$ cat src/design/lrutc_pkg.sv
// Package with the transfer types, command codes and default slot count of the LRU token slot table.
`timescale 1ns / 1ps

package lrutc_pkg;

	// Default number of slots in the table.
	localparam int unsigned SLOT_COUNT_DEF = 8;

	// Command codes carried in the request.
	localparam logic CMD_ACQUIRE = 1'b0;
	localparam logic CMD_FLUSH   = 1'b1;

	// Fields of one request transfer.
	typedef struct packed {
		logic        command;
		logic [31:0] token;
		logic [31:0] stamp_limit;
	} req_t;

	// Fields of one response transfer.
	typedef struct packed {
		logic        hit;
		logic [2:0]  slot_id;
		logic        evict_valid;
		logic [31:0] evicted_token;
		logic [31:0] slot_stamp;
		logic [3:0]  released_count;
	} rsp_t;

endpackage

$ cat src/design/lru_token_cache_slot_policy.sv
// Fully associative token slot table with stamp-based LRU replacement and flush.
// The request is captured in idle; the scan then reads every slot in turn into the check stage,
// a drain step empties the check stage and a write step updates the chosen slot and registers
// the response, waiting while a held response is stalled. New requests are taken only in idle.
// Reset (arst_n low, asynchronous) empties every slot and zeroes the use counter at once;
// no clearing pass is needed since slot contents are qualified by per-slot live bits.
`timescale 1ns / 1ps

module lru_token_cache_slot_policy #(
	parameter int unsigned SLOT_COUNT = lrutc_pkg::SLOT_COUNT_DEF
) (
	input  logic            clk,
	input  logic            arst_n,
	input  logic            req_valid,
	output logic            req_stall,
	input  lrutc_pkg::req_t req,
	output logic            rsp_valid,
	input  logic            rsp_stall,
	output lrutc_pkg::rsp_t rsp
);

	localparam int unsigned IW = (SLOT_COUNT > 1) ? $clog2(SLOT_COUNT) : 1;
	localparam logic [IW-1:0] LAST_IDX = IW'(SLOT_COUNT - 1);

	// Sequencer states.
	typedef enum logic [3:0] {
		S_IDLE  = 4'b0001,
		S_SCAN  = 4'b0010,
		S_DRAIN = 4'b0100,
		S_WRITE = 4'b1000
	} state_t;

	state_t state_q;

	// Slot storage: keys and stamps in memories, live bits in flip-flops.
	logic [31:0]           key_mem_q   [SLOT_COUNT];
	logic [31:0]           stamp_mem_q [SLOT_COUNT];
	logic [SLOT_COUNT-1:0] live_q;
	logic [31:0]           use_counter_q;

	// Request held for the duration of the scan.
	logic        cmd_q;
	logic [31:0] token_q;
	logic [31:0] bound_q;

	// Scan read port and the check stage that follows it.
	logic [IW-1:0] ridx_q;
	logic          chk_valid_s1;
	logic [IW-1:0] chk_idx_s1;
	logic [31:0]   key_rd_s1;
	logic [31:0]   stamp_rd_s1;

	// Running scan results.
	logic          found_q;
	logic [IW-1:0] hit_idx_q;
	logic [IW-1:0] vic_idx_q;
	logic          vic_live_q;
	logic [31:0]   vic_key_q;
	logic [3:0]    count_q;

	// Output register.
	logic            rsp_valid_q;
	lrutc_pkg::rsp_t rsp_q;

	// Shared compare unit on the slot being checked.
	logic          chk_live;
	logic [31:0]   chk_stamp;
	logic          chk_take;
	logic          chk_match;
	logic          chk_first;
	logic          wr_fire;
	logic [IW-1:0] sel_idx;
	logic [IW+2:0] sel_wide;
	logic [31:0]   next_stamp;

	assign chk_live   = live_q[chk_idx_s1];
	assign chk_stamp  = chk_live ? stamp_rd_s1 : 32'd0;
	assign chk_take   = chk_stamp <= bound_q;
	assign chk_match  = chk_live && (key_rd_s1 == token_q);
	assign chk_first  = chk_idx_s1 == '0;

	assign wr_fire    = (state_q == S_WRITE) && (!rsp_valid_q || !rsp_stall);
	assign sel_idx    = found_q ? hit_idx_q : vic_idx_q;
	assign sel_wide   = (IW + 3)'(sel_idx);
	assign next_stamp = use_counter_q + 32'd1;

	assign req_stall  = state_q != S_IDLE;
	assign rsp_valid  = rsp_valid_q;
	assign rsp        = rsp_q;

	// Sequencer, live bits, counter and output valid.
	always_ff @(posedge clk or negedge arst_n) begin
		if (!arst_n) begin
			state_q       <= S_IDLE;
			live_q        <= '0;
			use_counter_q <= '0;
			chk_valid_s1  <= 1'b0;
			rsp_valid_q   <= 1'b0;
		end else begin
			if (rsp_valid_q && !rsp_stall) begin
				rsp_valid_q <= 1'b0;
			end
			case (state_q)
				S_IDLE: begin
					if (req_valid) begin
						state_q <= S_SCAN;
					end
				end
				S_SCAN: begin
					chk_valid_s1 <= 1'b1;
					if (ridx_q == LAST_IDX) begin
						state_q <= S_DRAIN;
					end
				end
				S_DRAIN: begin
					chk_valid_s1 <= 1'b0;
					state_q      <= S_WRITE;
				end
				S_WRITE: begin
					if (wr_fire) begin
						rsp_valid_q <= 1'b1;
						state_q     <= S_IDLE;
						if (cmd_q == lrutc_pkg::CMD_FLUSH) begin
							live_q <= '0;
						end else begin
							use_counter_q   <= next_stamp;
							live_q[sel_idx] <= 1'b1;
						end
					end
				end
				default: begin
					state_q <= S_IDLE;
				end
			endcase
		end
	end

	// Memories, scan datapath and response payload.
	always_ff @(posedge clk) begin
		key_rd_s1   <= key_mem_q[ridx_q];
		stamp_rd_s1 <= stamp_mem_q[ridx_q];
		chk_idx_s1  <= ridx_q;

		// Capture the request and reset the running results.
		if (state_q == S_IDLE) begin
			cmd_q      <= req.command;
			token_q    <= req.token;
			bound_q    <= req.stamp_limit;
			ridx_q     <= '0;
			found_q    <= 1'b0;
			hit_idx_q  <= '0;
			vic_idx_q  <= '0;
			vic_live_q <= 1'b0;
			vic_key_q  <= '0;
			count_q    <= '0;
		end

		if (state_q == S_SCAN && ridx_q != LAST_IDX) begin
			ridx_q <= ridx_q + 1'b1;
		end

		// One slot checked per cycle: first hit, latest minimal stamp, live count.
		if (chk_valid_s1) begin
			if (chk_match && !found_q) begin
				found_q   <= 1'b1;
				hit_idx_q <= chk_idx_s1;
			end
			if (chk_take) begin
				bound_q <= chk_stamp;
			end
			if (chk_take || chk_first) begin
				vic_idx_q  <= chk_idx_s1;
				vic_live_q <= chk_live;
				vic_key_q  <= key_rd_s1;
			end
			if (chk_live && count_q != 4'hF) begin
				count_q <= count_q + 4'd1;
			end
		end

		// Final update of the chosen slot and the response.
		if (wr_fire) begin
			if (cmd_q == lrutc_pkg::CMD_FLUSH) begin
				rsp_q.hit            <= 1'b0;
				rsp_q.slot_id        <= 3'd0;
				rsp_q.evict_valid    <= 1'b0;
				rsp_q.evicted_token  <= 32'd0;
				rsp_q.slot_stamp     <= 32'd0;
				rsp_q.released_count <= count_q;
			end else begin
				stamp_mem_q[sel_idx] <= next_stamp;
				if (!found_q) begin
					key_mem_q[sel_idx] <= token_q;
				end
				rsp_q.hit            <= found_q;
				rsp_q.slot_id        <= sel_wide[2:0];
				rsp_q.evict_valid    <= !found_q && vic_live_q;
				rsp_q.evicted_token  <= (!found_q && vic_live_q) ? vic_key_q : 32'd0;
				rsp_q.slot_stamp     <= next_stamp;
				rsp_q.released_count <= 4'd0;
			end
		end
	end

	// A response only appears out of the write step.
	assert property (@(posedge clk) disable iff (!arst_n)
		$rose(rsp_valid_q) |-> $past(state_q == S_WRITE))
		else $error("response raised outside the write step");

	// A hit never reports an eviction.
	assert property (@(posedge clk) disable iff (!arst_n)
		rsp_valid_q && rsp_q.hit |-> !rsp_q.evict_valid)
		else $error("hit response reports an eviction");

	// The scan index stays within the table.
	assert property (@(posedge clk) disable iff (!arst_n)
		state_q == S_SCAN |-> ridx_q <= LAST_IDX)
		else $error("scan index beyond last slot");

	// Each completed acquire advances the use counter by one.
	assert property (@(posedge clk) disable iff (!arst_n)
		wr_fire && cmd_q == lrutc_pkg::CMD_ACQUIRE
		|=> use_counter_q == $past(use_counter_q) + 32'd1)
		else $error("use counter did not advance on acquire");

	// A flush never releases more slots than the table holds.
	assert property (@(posedge clk) disable iff (!arst_n)
		rsp_valid_q |-> 32'(rsp_q.released_count) <= SLOT_COUNT)
		else $error("released count exceeds slot count");

endmodule

$ cat config.mk
export PLATFORM = sky130hd
export DESIGN_NAME = lru_token_cache_slot_policy
export DESIGN_NICKNAME = d
export VERILOG_FILES = /design/src/design/lrutc_pkg.sv /design/src/design/lru_token_cache_slot_policy.sv
export SDC_FILE = /design/constraint.sdc
export NUM_CORES = 1
export LEC_CHECK = 0
export BUFFER_PORTS_ARGS = -buffer_cell sky130_fd_sc_hd__clkbuf_2
export CAP_MARGIN = 0
export CORE_MARGIN = 3
export CORE_UTILIZATION = 50
export CTS_CLUSTER_DIAMETER = 150
export CTS_CLUSTER_SIZE = 20
export DETAILED_ROUTE_END_ITERATION = 10
export PLACE_DENSITY = 0.78
export SLEW_MARGIN = 10
export SYNTH_ARGS = -nofsm -noshare
export SYNTH_HDL_FRONTEND = slang
export SYNTH_SLANG_ARGS = --single-unit
$ cat constraint.sdc
create_clock -name clk -period 11.1 [get_ports clk]
set_input_delay 1.665 -clock clk [delete_from_list [all_inputs] [get_ports clk]]
set_output_delay 1.665 -clock clk [all_outputs]
set_load 0.02 [all_outputs]
==> run summary <==
Between clock sinks in the finished design, the worst skew comes to 25.90 ps. The post-layout minimum cycle time came out at 4595 ps. The warning count from the yosys run was 0; the total congestion overflow was 0. No sink is reached through more buffers than the 3 on the longest clock path.

The analysis attributes to cell leakage a power of 0.01324 uW. Ranked by instance count, the synthesized netlist is headed by sky130_fd_sc_hd__edfxtp_1, sky130_fd_sc_hd__dfxtp_1, sky130_fd_sc_hd__mux4_2, sky130_fd_sc_hd__nand2_1, sky130_fd_sc_hd__inv_1. Clock-pin slew was measured on the worst setup and hold paths at 80 ps. The number of gates resized after CTS came out at 0. The flow ran to the end, and the final reports show no timing, DRC or antenna violations.

The worst path uses 41.39% of the clock period. For this block, the initial DRC count from the detailed router was 1,774. The mean routed wirelength per cell came out at 22.44 um. In this run the critical register-to-register path is launched from state_q[2]$_DFFE_PN0P_. Number of global-route vias before repair: 16,350.

The critical path is of the input pin to flop type. The run gives 11,320 ps as the required arrival time at the worst endpoint. The most used flip-flop cell after synthesis was sky130_fd_sc_hd__edfxtp_1. The run gives 53.9% as the sequential power share. After synthesis, the cell types taking the most area are sky130_fd_sc_hd__edfxtp_1, sky130_fd_sc_hd__mux4_2, sky130_fd_sc_hd__dfxtp_1. The endpoint identified for the worst register-to-register timing path is key_mem_q[4][8]$_DFFE_PP_. Headroom to the max-slew limit came out at 14.90%. The tools report the setup total negative slack as 0 ps.

The root buffer cell chosen for the clock tree is sky130_fd_sc_hd__clkbuf_16. Source of the critical timing path: rsp_stall. Summing all flip-flop and latch instances after layout gives 22,660 um2. Prior to clock tree synthesis, the placed netlist has a worst setup slack of 5902 ps. The diode insertion count for antenna repair came out at 0.

The final layout contains 2,089 nets. Of all nets on the critical path, the largest fanout is 58. The run gives 72.33% as the part of the Yosys area used for sequential elements.

The startpoint identified for the worst hold timing path is vic_key_q[16]$_DFF_P_. The H-tree depth was 2. The worst hold path terminates at vic_key_q[16]$_DFF_P_. The worst setup slack for register-to-register paths came out at 6630 ps. Cell row count: 91. The overall die height works out to 256.3 um. Once routing completed, OpenROAD measured the worst setup slack at 6505 ps. For the sum of net half-perimeters after detailed placement, the log shows 38.72 mm.

The worst setup path is launched from an input pin. The detail-routed via count per cell is 5.617, and the insertion delay to the later sink of the worst-skew pair is 600 ps. When the netlist entered floorplanning its net count stood at 1,942. The worst hold path belongs to the class flop to flop.

The worst-case vdd ir drop came out at 0.0001220 V. The kind of end point of the critical path was a flop. The max capacitance violation total is 0. The biggest area contributor in the post-synthesis netlist is sky130_fd_sc_hd__edfxtp_1. The detail route stage leaves a number of antenna-violating nets equal to 0. The area growth from synthesis to layout is 10.01%. Area occupied by multi-input gates: 8061 um2. The actual slew at the worst max-slew pin works out to 1265 ps.

The I/O pin count is 144, and the arrival time at the worst endpoint is 4820 ps. The total power came out at 7144 uW. Setup violations remaining at the end of the flow were counted as 0.

The netlist area before placement is 31,330 um2, and the cell internal power dissipation is 5114 uW. The proportion of synthesized flip-flops having asynchronous set or reset was 5.679%. The final routed DRC violation total is 0. The first detailed-routing pass ran for 6 iterations. For the logic gate share of total power, the log shows 21.8%. The clock net sink count came out at 810. The synthesized area divided by synthesized cell count was 17.06 um2. The top cell type's share of synthesized area came out at 59.52%. Yosys instantiated no cell more often than sky130_fd_sc_hd__edfxtp_1.

The initial antenna violation count came out at 4. The global-route wire length before repair is 98.12 mm. Die outline width: 256.3 um.

Entering global routing, the biggest net connects 66 pins. The number of clock buffers added by TritonCTS is 46. Routability-driven placement congestion ratio: 0.7603. Switching share of power: 28.42%. Setup repair after global routing left no endpoint under its margin.

The number of buffers inserted by port buffering was 143. Derived from the worst setup path, the maximum achievable clock frequency is 217.6 MHz. The number of hold-slack violations in the final timing report was 0; the number of instances in the synthesized netlist was 1,837. The post-synthesis cell type count was 57; the post-CTS setup repair buffer count was 0. The routed via count is 16,050, and the worst-case reg-to-reg path depth is 8. Number of fill cells in the layout: 4,621. Once the floorplan was initialized, standard cells occupied 50.68% of the core. Counting flops with a built-in enable in the synthesized netlist gives 621. Global routing consumed, over all layers together, 19.52% of the routing resources. The fraction of layout cells with a size suffix above 1 is 22.07%, and the power density over cell area is 207.3 nW/um2.

The clock network is responsible for 24.2% of the overall power. Reported net switching power: 2030 uW. The register bit total from synthesis was 810.

Aggregate routed wire length: 64.12 mm. The worst hold path was traced through 2 stages. For this design, the CTS-stage hold fixing added 0 buffers.

TritonCTS built the clock tree. The run gives 0 as the number of max-slew violations in the final report. In this run the standard cell core region covers 61,830 um2. The floorplan step defined a die boundary enclosing 65,710 um2.
-- worst max-delay path by stage --
| stage | end | slack (ps) | depth (start not counted) |
|---|---|---|---|
| after CTS | key_mem_q[4][8]$_DFFE_PP_ | 6520 | 9 |
| after global routing | key_mem_q[4][8]$_DFFE_PP_ | 6250 | 8 |
| after global placement | key_mem_q[4][18]$_DFFE_PP_ | 6060 | 9 |
| after detailed placement | key_mem_q[4][18]$_DFFE_PP_ | 5900 | 9 |
| final | key_mem_q[4][8]$_DFFE_PP_ | 6510 | 9 |
| after floorplan | key_mem_q[7][0]$_DFFE_PP_ | 2240 | 4 |
-- power by group through the flow --
stage	combinational (uW)	clock (uW)	sequential, uW
6_report	1560	1730	3850
4_1_cts	1580	1770	3850
3_5_place_dp	1560	0	3920
2_1_floorplan	1240	0	3830
3_3_place_gp	1520	0	3900
5_1_grt	1690	1870	3890
-- per-layer routing --
metal	GRT usage (%)	wire (um)	share of wire (%)
met1	27.77	26740	42
met2	31.81	31250	49
met3	2.765	4430	6.9
met4	5.654	1702	2.7
met5	0	0	0
-- cells in the final DEF, fill, tap and decap left out, types with 46 or more instances in the layout --
cell type | netlist | layout
sky130_fd_sc_hd__edfxtp_1 | 621 | 621
sky130_fd_sc_hd__dfxtp_1 | 143 | 143
sky130_fd_sc_hd__clkbuf_2 | 0 | 143
sky130_fd_sc_hd__mux4_2 | 130 | 130
sky130_fd_sc_hd__nand2_1 | 112 | 112
sky130_fd_sc_hd__inv_1 | 104 | 103
sky130_fd_sc_hd__mux2i_1 | 69 | 69
sky130_fd_sc_hd__nor2_1 | 75 | 67
sky130_fd_sc_hd__mux2_2 | 65 | 65
sky130_fd_sc_hd__xor2_1 | 58 | 58
sky130_fd_sc_hd__a21oi_1 | 51 | 51
sky130_fd_sc_hd__clkbuf_16 | 0 | 46
-- worst max-delay path, stage by stage --
cell and delay (ps):
sky130_fd_sc_hd__clkbuf_2 100, sky130_fd_sc_hd__nand2_1 120, sky130_fd_sc_hd__and2_4 330, sky130_fd_sc_hd__buf_4 780
sky130_fd_sc_hd__nor2b_1 220, sky130_fd_sc_hd__buf_4 300, sky130_fd_sc_hd__nand2_1 400, sky130_fd_sc_hd__nor3_2 270
sky130_fd_sc_hd__buf_4 530
-- cell families (layout without fill, tap and decap cells) --
group                    after synthesis  count (layout)  synth area share, %
flip-flops                           810             810                72.33
AND/OR/NAND/NOR                      360             360                5.650
multiplexers                         264             264                13.88
buffers and inverters                181             365                2.320
AO/OA/AOI/OAI                         94              94                1.805
XOR/XNOR                              92              92                2.572
adder cells (fa/ha/maj)               36              36                1.438
-- state kept, by name, indices dropped and copies added, names as in the netlist, 8 cells and up --
signal,flops
token_q,32
stamp_mem_q,256
key_mem_q,256
vic_key_q,32
rsp,73
bound_q,32
live_q,8
use_counter_q,32
stamp_rd_s1,32
key_rd_s1,32
-- through the flow --
| stage | instances | cell area [um2] | hold slack [ps] | utilization (%) |
|---|---|---|---|---|
| after CTS | 2858 | 34470 | 457.8 | 55.75 |
| after global placement | 2773 | 33130 | 438.4 | 53.58 |
| final | 2858 | 34470 | 456.5 | 55.75 |
| after global routing | 2858 | 34470 | 470.7 | 55.75 |
| after detailed placement | 2773 | 33130 | 443.9 | 53.58 |
| after floorplan | 1837 | 31330 | 374.6 | - |
-- final cells by class --
type / count / share of cell area (%)
flip-flops and latches: 810 / 65.75
clock buffers: 82 / 3.761
multi-input cells: 846 / 23.39
clock inverters: 3 / 0.1307
repair buffers: 176 / 2.795
well taps: 837 / 3.038
inverters: 104 / 1.140
Power figures use the tool's default switching activity.
